<file path="src/rtl/sacc_ram.sv">
// Generic simple dual-port RAM with one write port and a registered read port.
// Standalone; no package dependency.
module sacc_ram #(
  parameter int WIDTH = 8,
  parameter int DEPTH = 2
) (
  input  logic                     clk,
  input  logic                     we,
  input  logic [$clog2(DEPTH)-1:0] waddr,
  input  logic [WIDTH-1:0]         wdata,
  input  logic                     re,
  input  logic [$clog2(DEPTH)-1:0] raddr,
  output logic [WIDTH-1:0]         rdata
);

  logic [WIDTH-1:0] mem [DEPTH];

  always_ff @(posedge clk) begin
    if (we) begin
      mem[waddr] <= wdata;
    end
    if (re) begin
      rdata <= mem[raddr];
    end
  end

endmodule

</file>
<file path="config.mk">
export PLATFORM = sky130hd
export DESIGN_NAME = sacc_ram
export DESIGN_NICKNAME = d
export VERILOG_FILES = /design/src/rtl/sacc_ram.sv
export SDC_FILE = /design/constraint.sdc
export NUM_CORES = 1
export LEC_CHECK = 0
export BUFFER_PORTS_ARGS = -buffer_cell sky130_fd_sc_hd__buf_2
export CAP_MARGIN = 40
export CORE_MARGIN = 8
export CORE_UTILIZATION = 45
export DETAILED_ROUTE_END_ITERATION = 8
export HOLD_SLACK_MARGIN = 0.1
export PLACE_DENSITY = 0.77
export SLEW_MARGIN = 0
export SYNTH_ARGS = -nofsm -noshare
export SYNTH_HDL_FRONTEND = slang
export SYNTH_SLANG_ARGS = --single-unit
</file>
<file path="constraint.sdc">
create_clock -name clk -period 1 [get_ports clk]
set_clock_uncertainty 0.1 [all_clocks]
set_input_delay 0.05 -clock clk [delete_from_list [all_inputs] [get_ports clk]]
set_output_delay 0.05 -clock clk [all_outputs]
set_load 0.01 [all_outputs]
</file>
==> summary.md <==
| Metric | Value |
|---|---|
| Status | complete, but fails checks |
| Failing checks | setup timing |
| Clock share of power | 22.9% |
| Buf/Inv on CP | 0 |
| RSZ-0062 raised after global routing | yes |
| VDD IR max | between 0.8 and 0.9 mV |
| Crit Reg-Reg Endpoint | rdata[4] |
| Critical Path Max Stage Delay | 0.39 ns |
| Total Wirelength | 1214 um |
| Routed vias | approximately 420 |
| Library cells used by synthesis | 5 |
| CTS Buf Count | 3 |
| Area growth syn-to-layout | 28.08% |
| Reported net switching power | around 350 uW |
| Crit Path Class | flop to flop |
| Drt drc | 0 |
| Most common library cell in the layout ignoring fill and taps | edfxtp_1 |
| Int Pwr | 1430 uW |
| Final setup violating endpoints | 1 |
| WP data required | 0.97 ns |
| Port Buffers | 20 |
| Vias per inst | ~4.4 |
| Yosys top cell area share | 83.36% |
| Post-Synth XOR/XNOR Area | 0% |
| Hold_ws | between 0.07 and 0.08 ns |
| Die area | 0.003580 mm^2 |
| Flops & latches, synth | 24 |
| Clock root buffer | clkbuf_4 |
| Setup TNS | -0.004850 ns |
| Reg power frac | 67.6% |
| Router iterations before antenna repair | 4 |
| Leakage power | 0.0004342 uW |
| # diodes | 0 |
| Seq/Total Area, Yosys | 83.36% |
| Final net count | 82 |
| Most frequent cells in the layout | 24 x edfxtp_1, 20 x buf_2, 9 x dlygate4sd3_1 |
| Slowest cell on crit path | edfxtp_1 |
| Synthesis Warnings | 0 |
| Crit end category | flop |
| Largest family of logic cells by synthesized area | multiplexers |
| Initial antenna violation count | 0 |
| Initial drt markers | 8 |
| CTS tree | built |
| FP Rows | 16 |
| Synth Cell Area | 864.6 um^2 |
| RePlAce Congestion | 0.5933 |
| Post-synthesis area per instance | 24.70 um^2 |
| First-pass GRT wire length | ~1900 um |
| R2R setup slack | -0.005 ns |
| Worst setup margin | -0.004850 ns |
| Post-Place Cells | 82 |
| Share of cells above drive strength 1 | 47.76% |
| Synth area leader | edfxtp_1 |
| DR WL/cell | 12.91 um |
| Largest net degree at the start of global routing | 13 |
| Maxcap violations | 0 |
| Final Power | between 1500 and 2000 uW |
| Mapped Cells | 35 |
| Final cell count without fillers | 94 |
| Crit path launch type | flop |
| Min-Delay Endpoint | mem[0][0] |
| Core area | 0.001882 mm^2 |
| Syn nets | 48 |
| Overflow left after global routing | 0 |
| Synth top area cells | edfxtp_1 83%, mux2_4 14%, buf_6 1.3% |
| Slew HR | 75.54% |
| GR Util All Layers | 7.703% |
| FMAX | approximately 1000 MHz |
| Slew of the pin with the lowest slew margin | 0.3669 ns |
| Die Wd | approximately 60 um |
| Clock sinks | 24 |
| Fin crit period | 1.005 ns |
| Crit share post-route | 100.5% |
| CTS Buffer Depth | 2 |
| Critical path, cell by cell | mux2_4 |
| Clk_lat worst skew | 0.31 ns |
| Final hold violations | 0 |
| Simple-Gate Fraction of Synth Area | 1.447% |
| # fillers | 166 |
| Vias in the first global route | 429 |
| Reg2reg path depth | 1 |
| Worst Path Max Fanout | 1 |
| Power Density | 1606 mW/mm^2 |
| Hold Crit Start | waddr |
| Top Family by Delay on Critical Path | flip-flops |
| Die extent in y | 59.83 um |
| Synth Area in Compound Gates | 0% |
| Post-Synth Adder-Cell Area | 0% |
| Worst R2R Start | mem[0][4] |
| Net Sw Frac | 19.61% |
| CTS clk-pin slew, worst paths | 0.12 ns |
| H-tree depth | 1 |
| Worst Hold Class | primary input to flop |
| Multiplexer share of the synthesized area | 13.89% |
| Io pins | 21 |
| CP arrival | 0.98 ns |
| DRT antenna net count | 0 |
| Hold Crit Depth | 3 |
| Initial Util | 45.94% |
| Pins Over Slew Limit | 0 |
| Logic pwr share | around a tenth |
| Cts hold-fix bufs | 9 |
| Final core utilization | around three fifths |
[state kept, by name (all words and copies together), names as in the netlist]
signal	count
mem	16
rdata	8
[cell type report]
type / instances / area [um^2] / area share [%]
tap: 27 / 33.78 / 3.051
clock buffer: 3 / 22.52 / 2.034
multi-input combinational: 10 / 132.6 / 11.98
sequential: 24 / 720.7 / 65.08
timing repair buffer: 30 / 197.7 / 17.85
[per-layer routing]
metal  routed length [um]  part of all wire (%)  global-route usage, %
met1                  484                    40                  7.171
met2                  609                    50                  12.31
met3                   81                   6.7                  1.505
met4                   38                   3.1                  10.20
met5                    0                     0                      0
[synthesized netlist by cell type]
cell / number
and2_1: 1
buf_6: 1
edfxtp_1: 24
mux2_4: 8
nor2b_1: 1
[how the worst max path moves through the flow]
stage                     startpoint        to  slack (ns)  cells after the start
after global routing        rdata[6]  rdata[6]       -0.02                      1
after global placement     mem[0][7]  rdata[7]        0.03                      1
final                      mem[0][4]  rdata[4]      -0.005                      1
after floorplan            mem[0][0]  rdata[0]        0.05                      1
after detailed placement   mem[0][4]  rdata[4]       0.005                      1
after CTS                  mem[0][4]  rdata[4]      -0.008                      1
[power groups by stage]
stage / Clock [uW] / Sequential (uW) / Combinational, uW
final: 407 / 1200 / 169
after global routing: 455 / 1210 / 183
after CTS: 418 / 1200 / 172
after detailed placement: 0 / 1230 / 146
after global placement: 0 / 1220 / 139
after floorplan: 0 / 1240 / 68.8
[metrics by stage]
| step | cell area, um^2 | worst slack [ns] |
|---|---|---|
| after global placement | 994.7 | 0.03217 |
| after detailed placement | 994.7 | 0.004815 |
| after floorplan | 864.6 | 0.04963 |
| after CTS | 1107 | -0.007570 |
| final | 1107 | -0.004850 |
| after global routing | 1107 | -0.02491 |
[timing repair]
item                                    4_1_cts  5_1_grt
gates resized for setup                       0        0
setup buffers                                 0        0
endpoints found under the setup margin        1       14
endpoints found under the hold margin        32        8
[kinds of logic (layout without fill, tap and decap cells)]
| family | after synthesis | count (layout) |
|---|---|---|
| mux | 8 | 8 |
| flops | 24 | 24 |
| simple gates | 2 | 2 |
| buf+inv | 1 | 33 |
(Power assumes the default switching activity.)
