--- config.mk ---
export PLATFORM = sky130hd
export DESIGN_NAME = sacc_lookup
export DESIGN_NICKNAME = d
export VERILOG_FILES = /design/src/rtl/sacc_pkg.sv /design/src/rtl/sacc_lookup.sv
export SDC_FILE = /design/constraint.sdc
export NUM_CORES = 1
export LEC_CHECK = 0
export ABC_CLOCK_PERIOD_IN_PS = 1100
export BUFFER_PORTS_ARGS = -buffer_cell sky130_fd_sc_hd__buf_2
export CORE_MARGIN = 1
export CORE_UTILIZATION = 35
export DETAILED_ROUTE_END_ITERATION = 12
export PLACE_DENSITY = 0.77
export RECOVER_POWER = 50
export SLEW_MARGIN = 20
export SYNTH_ARGS = -nofsm -noshare
export SYNTH_HDL_FRONTEND = slang
export SYNTH_SLANG_ARGS = --single-unit
export TNS_END_PERCENT = 10
--- constraint.sdc ---
create_clock -name vclk -period 1.1
set_clock_uncertainty 0.05 [all_clocks]
set_input_delay 0 -clock vclk [all_inputs]
set_output_delay 0 -clock vclk [all_outputs]
set_load 0.1 [all_outputs]
--- src/rtl/sacc_pkg.sv ---
// Shared types, codes and default sizes for the set-associative cache controller.
// Used by every module of the block but sacc_ram; depends on nothing.
package sacc_pkg;

  // Set count and line size are powers of two; the way count need not be.
  localparam int NUM_SETS_DEF   = 128;
  localparam int NUM_WAYS_DEF   = 8;
  localparam int LINE_BYTES_DEF = 64;
  localparam int ADDR_BITS_DEF  = 32;

  localparam int WAY_IDX_W = 4;

  localparam logic [15:0] SEED_RESET = 16'hACE1;
  localparam logic [15:0] LFSR_TAPS  = 16'hB400;

  localparam logic OP_READ  = 1'b0;
  localparam logic OP_WRITE = 1'b1;

  localparam logic [2:0] ACT_READ_HIT     = 3'd0;
  localparam logic [2:0] ACT_READ_FILL    = 3'd1;
  localparam logic [2:0] ACT_READ_BYPASS  = 3'd2;
  localparam logic [2:0] ACT_WRITE_UPDATE = 3'd3;
  localparam logic [2:0] ACT_WRITE_INVAL  = 3'd4;
  localparam logic [2:0] ACT_WRITE_MEM    = 3'd5;

  typedef struct packed {
    logic        opcode;
    logic [31:0] address;
    logic [2:0]  access_length;
    logic [31:0] write_data;
  } req_t;

  typedef struct packed {
    logic        hit;
    logic [2:0]  action;
    logic [6:0]  set_index;
    logic [2:0]  way;
    logic [5:0]  byte_offset;
    logic [31:0] line_address;
    logic [31:0] store_data;
    logic        second_invalidate;
    logic [6:0]  second_set;
    logic [2:0]  second_way;
  } resp_t;

  typedef struct packed {
    logic                 hit;
    logic [WAY_IDX_W-1:0] hit_way;
    logic                 has_free;
    logic [WAY_IDX_W-1:0] free_way;
  } lookup_t;

endpackage

--- src/rtl/sacc_lookup.sv ---
// Tag compare over one set row: lowest matching valid way and lowest free way.
// Depends on sacc_pkg for the lookup result type.
module sacc_lookup #(
  parameter int NUM_WAYS = 8,
  parameter int TAG_W    = 19
) (
  input  logic [NUM_WAYS*(TAG_W+1)-1:0] row,
  input  logic [TAG_W-1:0]              tag,
  output sacc_pkg::lookup_t             result
);

  localparam int VLD_LSB = NUM_WAYS * TAG_W;

  always_comb begin
    result = '0;
    for (int w = NUM_WAYS - 1; w >= 0; w--) begin
      if (row[VLD_LSB + w] && (row[w*TAG_W +: TAG_W] == tag)) begin
        result.hit     = 1'b1;
        result.hit_way = sacc_pkg::WAY_IDX_W'(w);
      end
      if (!row[VLD_LSB + w]) begin
        result.has_free = 1'b1;
        result.free_way = sacc_pkg::WAY_IDX_W'(w);
      end
    end
  end

endmodule

==> results of run 1 <==
==> cells by family (layout without fill, tap and decap cells) <==
kind of cell | count (synthesis) | count (layout) | share of synthesized area
xor+xnor | 152 | 152 | 0.666
simple gates | 72 | 72 | 0.213
buf+inv | 23 | 255 | 0.0853
compound gates | 10 | 10 | 0.0336
other cells | 1 | 2 | 0.00187
==> power by group through the flow <==
| stage | Combinational (W) | Clock [W] | Sequential [W] |
|---|---|---|---|
| final | 0.00143 | 0 | 0 |
| after floorplan | 0.000733 | 0 | 0 |
| after CTS | 0.00141 | 0 | 0 |
| after detailed placement | 0.00133 | 0 | 0 |
| after global placement | 0.00130 | 0 | 0 |
| after global routing | 0.00154 | 0 | 0 |
==> cells in the final DEF (no fill, tap or decap), drive strengths merged, types with 3 or more instances in the layout <==
cell type	count
buf	253
xnor2	68
nor2	7
xor2	84
nand2	8
nor4	21
nand3	3
nand4	25
==> path summary, 6_finish.rpt <==
| kind | start | to | slack, ns | depth (start not counted) |
|---|---|---|---|---|
| worst max-delay path | tag[0] | result[7] | -0.59 | 9 |
| worst min-delay path | row[153] | result[0] | 0.40 | 4 |
==> critical path, stage by stage <==
cell and delay [ns]:
buf_8 0.11, xor2_2 0.16, nor4_2 0.30, nand3_1 0.18, buf_4 0.18, o31ai_4 0.19
nand3b_1 0.16, nor2b_4 0.17, buf_12 0.18
==> stage by stage <==
step / hold WS, ns / power, W / std cells / setup TNS (ns)
after floorplan: 0.205 / 0.000733 / 259 / -2.11
after global placement: 0.382 / 0.00130 / 559 / -2.94
after detailed placement: 0.389 / 0.00133 / 559 / -3.25
after CTS: 0.394 / 0.00141 / 562 / -2.42
after global routing: 0.410 / 0.00154 / 563 / -2.83
final: 0.398 / 0.00143 / 563 / -2.30
==> layer usage <==
layer | GRT usage | wire length, um | vias up
li1 | - | - | 1331
met2 | 0.568 | 4670 | 131
met1 | 0.362 | 3600 | 1219
met3 | 0.0176 | 550 | 14
met5 | 0 | 0 | -
met4 | 0.0302 | 123 | 0
==> area by class of cell <==
type	count	area, um^2	share of cell area
Inverter	2	7.51	0.00201
Multi-Input combinational cell	236	2010	0.538
Tap cell	72	90.1	0.0241
Timing Repair Buffer	253	1630	0.436
==> timing repair <==
item / CTS / global route
setup buffers: 3 / 1
gates resized for setup: 40 / 10
endpoints found under the hold margin: 0 / 0
setup endpoints to repair: 4 / 5
pin swaps: 18 / 5
==> metrics.md, run 1 <==
| Metric | Value |
|---|---|
| Critical Path AT | 1.64 ns |
| IO buf count | roughly 190 |
| Vias | between 2000 and 3000 |
| Violated checks | setup timing |
| ANT cells | 0 |
| Layout cells sized above 1 | 0.568 |
| Synth Area per Inst | 7.79 um^2 |
| Largest net degree at the start of global routing | 9 |
| Final Util | 0.678 |
| Total congestion overflow | 0 |
| Die height | 77.8 um |
| Vias in the first global route | 2800 |
| Total core area | between 5000 and 6000 um^2 |
| Initial antenna violation count | 0 |
| Net Switching | 0.000685 W |
| Total track usage | 0.294 |
| Post-route minimum period | approximately 1.7 ns |
| Hold/Removal Path Class | in -> out |
| Cell taking the most area after synthesis | xor2_1 |
| Clock share of power | 0 |
| Fin crit share | 1.54 |
| Worst Setup Start Kind | primary input |
| Synth Cell Area | ~2000 um^2 |
| DPL Wire Length | 7.77 mm |
| Placer congestion estimate | 0.898 |
| Nets | 672 |
| Seq_cells | 0 |
| Synth top area cells | xor2_1, xnor2_1, nand4_1 |
| Crit Path Category | in -> out |
| Dpl cell area | 3490 um^2 |
| Die width | 77.8 um |
| Site Rows | 27 |
| Die footprint | 6050 um^2 |
| Pwr dens | roughly 380 nW/um^2 |
| CP endpoint kind | primary output |
| Distinct cells, synth | 31 |
| Sequential element share of the synthesized area | 0 |
| Max Slew Vio Count | 0 |
| Final hold vios | 0 |
| I/O pin count | 189 |
| Synth cell count leaders | xor2_1, xnor2_1, nand4_1 |
| Share of the synthesized area in the top cell type | 0.362 |
| RSZ-0062 raised after global routing | true |
| Global-route wire length before repair | 13.8 mm |
| VDD IR max | 247 uV |
| Lkg Pwr | 1.77 nW |
| DR pass1 iterations | 4 |
| Most frequent cell after synthesis | xor2_1 |
| Clkbuf count | 0 |
| Syn. warnings | 0 |
| Antenna Nets Post-Route | 0 |
| CP max FO | 3 |
| Filler instances | ~470 |
| Total Routed Length | 8.94 mm |
| Initial Utilization | 0.365 |
| Final worst slack | -0.589 ns |
| Req. time, crit path | 1.05 ns |
| Syn Inst Count | around 260 |
| Hold_buf cts | 0 |
| Design Area, Final | 3730 um^2 |
| Drt drc | 0 |
| Combinational share of power | 1.000 |
| Setup-failing EPs final | 4 |
| Vias per inst | roughly 4.8 |
| Area delta synth->final | 85.7% |
| Sequential share of power | 0 |
| Wire per inst | 15.9 um |
| Fmax | 592 MHz |
| Initial drt markers | 95 |
| MaxCap Viol Count | 0 |
| Status | finished with violations |
| Pre-CTS setup slack | -0.837 ns |
| Seq. cell area | 0 um^2 |
| Switching Fraction | 0.478 |
| Internal | around 0.00075 W |
No activity file was read; power rests on OpenSTA's default activity.
==> inputs of run 2 (changes only) <==
--- a/config.mk
+++ b/config.mk
@@ -5,13 +5,16 @@
 export SDC_FILE = /design/constraint.sdc
 export NUM_CORES = 1
 export LEC_CHECK = 0
+export ABC_AREA = 1
 export ABC_CLOCK_PERIOD_IN_PS = 1100
 export BUFFER_PORTS_ARGS = -buffer_cell sky130_fd_sc_hd__buf_2
+export CAP_MARGIN = 40
 export CORE_MARGIN = 1
-export CORE_UTILIZATION = 35
+export CORE_UTILIZATION = 38
 export DETAILED_ROUTE_END_ITERATION = 12
-export PLACE_DENSITY = 0.77
+export PLACE_DENSITY = 0.78
 export RECOVER_POWER = 50
+export REMOVE_ABC_BUFFERS = 1
 export SLEW_MARGIN = 20
 export SYNTH_ARGS = -nofsm -noshare
 export SYNTH_HDL_FRONTEND = slang
==> metrics.md, run 2 <==
| Metric | Value |
|---|---|
| Clkbuf count | 0 |
| ANT cells | 0 |
| Most frequent cell after synthesis | nand2_1 |
| Synth Area per Inst | 5.05 um^2 |
| Share of the synthesized area in the top cell type | 0.245 |
| Fin crit share | 1.49 |
| Cell taking the most area after synthesis | nand2_1 |
| Dpl cell area | 3770 um^2 |
| RSZ-0062 raised after global routing | true |
| Die width | 80.6 um |
| Status | finished with violations |
| Final worst slack | -0.534 ns |
| Seq_cells | 0 |
| Die footprint | 6500 um^2 |
| Violated checks | setup timing |
| Filler-free cell count of the finished design | 766 |
| Critical Path AT | 1.58 ns |
| Worst hold path endpoint | result[0] |
| Total congestion overflow | 0 |
| CP max FO | 3 |
| DR pass1 iterations | 7 |
| Cells after DPL | ~760 |
| Antenna Nets Post-Route | 0 |
| Setup-failing EPs final | 4 |
| VDD IR max | around 320 uV |
| Vias per inst | 5.32 |
| IO buf count | 187 |
| Vias | a little over 4000 |
| Design Area, Final | 4150 um^2 |
| Site Rows | 28 |
| Wire per inst | roughly 16 um |
| Nets | 872 |
| Total track usage | 0.356 |
| Worst Setup Start Kind | primary input |
| Commonest non-fill, non-tap cell in the layout | buf_2 |
| Synth cell count leaders | nand2_1, nor2_1, inv_1 |
| Synth Cell Area | about 2300 um^2 |
| DPL Wire Length | 9.49 mm |
| I/O pin count | ~190 |
| MaxCap Viol Count | 0 |
| Seq. cell area | 0 um^2 |
| Vias in the first global route | 3731 |
| Fmax | 612 MHz |
| Req. time, crit path | about 1.1 ns |
| Post-route minimum period | 1.63 ns |
| Max Slew Vio Count | 0 |
| Worst hold slack | 0.275 ns |
| Synth top area cells | nand2_1, nor2_1, xor2_1 |
| Syn. warnings | 0 |
| Hold path startpoint | row[153] |
| Initial antenna violation count | 0 |
| Hold Crit Depth | 3 |
| Hold/Removal Path Class | in -> out |
| Sequential element share of the synthesized area | 0 |
| Largest net degree at the start of global routing | 14 |
| Layout cells sized above 1 | 0.444 |
| Initial drt markers | approximately 350 |
| Initial Utilization | 0.394 |
| Drt drc | 0 |
| Pwr dens | 386 nW/um^2 |
| Global-route wire length before repair | 17.6 mm |
| Placer congestion estimate | 0.946 |
| Distinct cells, synth | 34 |
| Total core area | 5960 um^2 |
| Hold_buf cts | 0 |
| CP endpoint kind | primary output |
| Die height | 80.6 um |
| Area delta synth->final | 76.6% |
| Lkg Pwr | 2.23 nW |
| Final hold vios | 0 |
| Syn Inst Count | 465 |
| Total Routed Length | 11.9 mm |
| Crit Path Category | in -> out |
| Most frequent cells in the layout | buf_2, nand2_1, nor2_1, buf_4, inv_1 |
run 2: cell types whose count changed after synthesis, sizes merged, moves of 19 or more:
| cell | delta |
|---|---|
| xnor2 | -48 |
| o21ai | +40 |
| o22ai | +19 |
| xor2 | -61 |
| nor4 | -19 |
| nor2 | +50 |
| inv | +57 |
| nand2 | +148 |
run 2: worst max path at each step:
| stage | from | to | slack (ns) | cells after the start |
|---|---|---|---|---|
| 2_1_floorplan | row[153] | result[2] | -1.95 | 2 |
| 3_3_place_gp | tag[8] | result[7] | -0.60 | 11 |
| 3_5_place_dp | tag[8] | result[7] | -0.65 | 11 |
| 4_1_cts | tag[11] | result[5] | -0.42 | 17 |
| 5_1_grt | tag[15] | result[7] | -0.60 | 12 |
| 6_report | tag[0] | result[7] | -0.53 | 11 |
run 2: cell families (layout without fill, tap and decap cells):
group           after synthesis  in the layout  share of synthesized area
compound gates               93             93                      0.241
xor+xnor                     43             43                      0.160
buf+inv                      78            303                      0.155
other cells                   1              2                    0.00160
simple gates                250            250                      0.442
run 2: critical path, cell delays in order:
cell	delay, ns
buf_6	0.11
buf_4	0.13
xor2_1	0.13
nor2_1	0.18
nand4_1	0.15
nor2_2	0.13
nand3_2	0.10
nand2_1	0.07
nor2_1	0.06
nor3_2	0.30
buf_12	0.22
run 2: what timing repair did:
item                                    CTS  global route
endpoints found under the setup margin    4             5
pin swaps                                44             9
gates cloned                              1             0
endpoints found under the hold margin     0             0
setup buffers                             7             0
gates resized for setup                  81            12
run 2: layout make-up:
cell class / count / area, um^2
multi-input combinational: 388 / 2130
fill: 562 / 1810
timing repair buffer: 243 / 1650
inverter: 59 / 263
tap: 75 / 93.8
timing repair inverter: 1 / 6.26
run 2: stage by stage:
stage	power [W]	utilization	setup TNS (ns)	setup slack (ns)
after floorplan	0.000629	-	-7.26	-1.95
after global placement	0.00139	0.633	-2.22	-0.599
after detailed placement	0.00140	0.633	-2.24	-0.650
after CTS	0.00155	0.690	-1.59	-0.418
after global routing	0.00172	0.696	-2.26	-0.599
final	0.00160	0.696	-1.85	-0.534
run 2: routing by layer:
layer / global-route usage / vias up / part of all wire
met4: 0.127 / 0 / 0.031
met3: 0.0534 / 33 / 0.11
li1: - / 1959 / -
met5: 0 / - / 0
met1: 0.423 / 1788 / 0.38
met2: 0.638 / 297 / 0.49
run 2: report_power, final:
| group | total, W | internal, W | switching [W] | leakage, nW |
|---|---|---|---|---|
| clock | 0 | 0 | 0 | 0 |
| sequential | 0 | 0 | 0 | 0 |
| combinational | 0.00160 | 0.000750 | 0.000849 | 2.23 |
| total | 0.00160 | 0.000750 | 0.000849 | 2.23 |
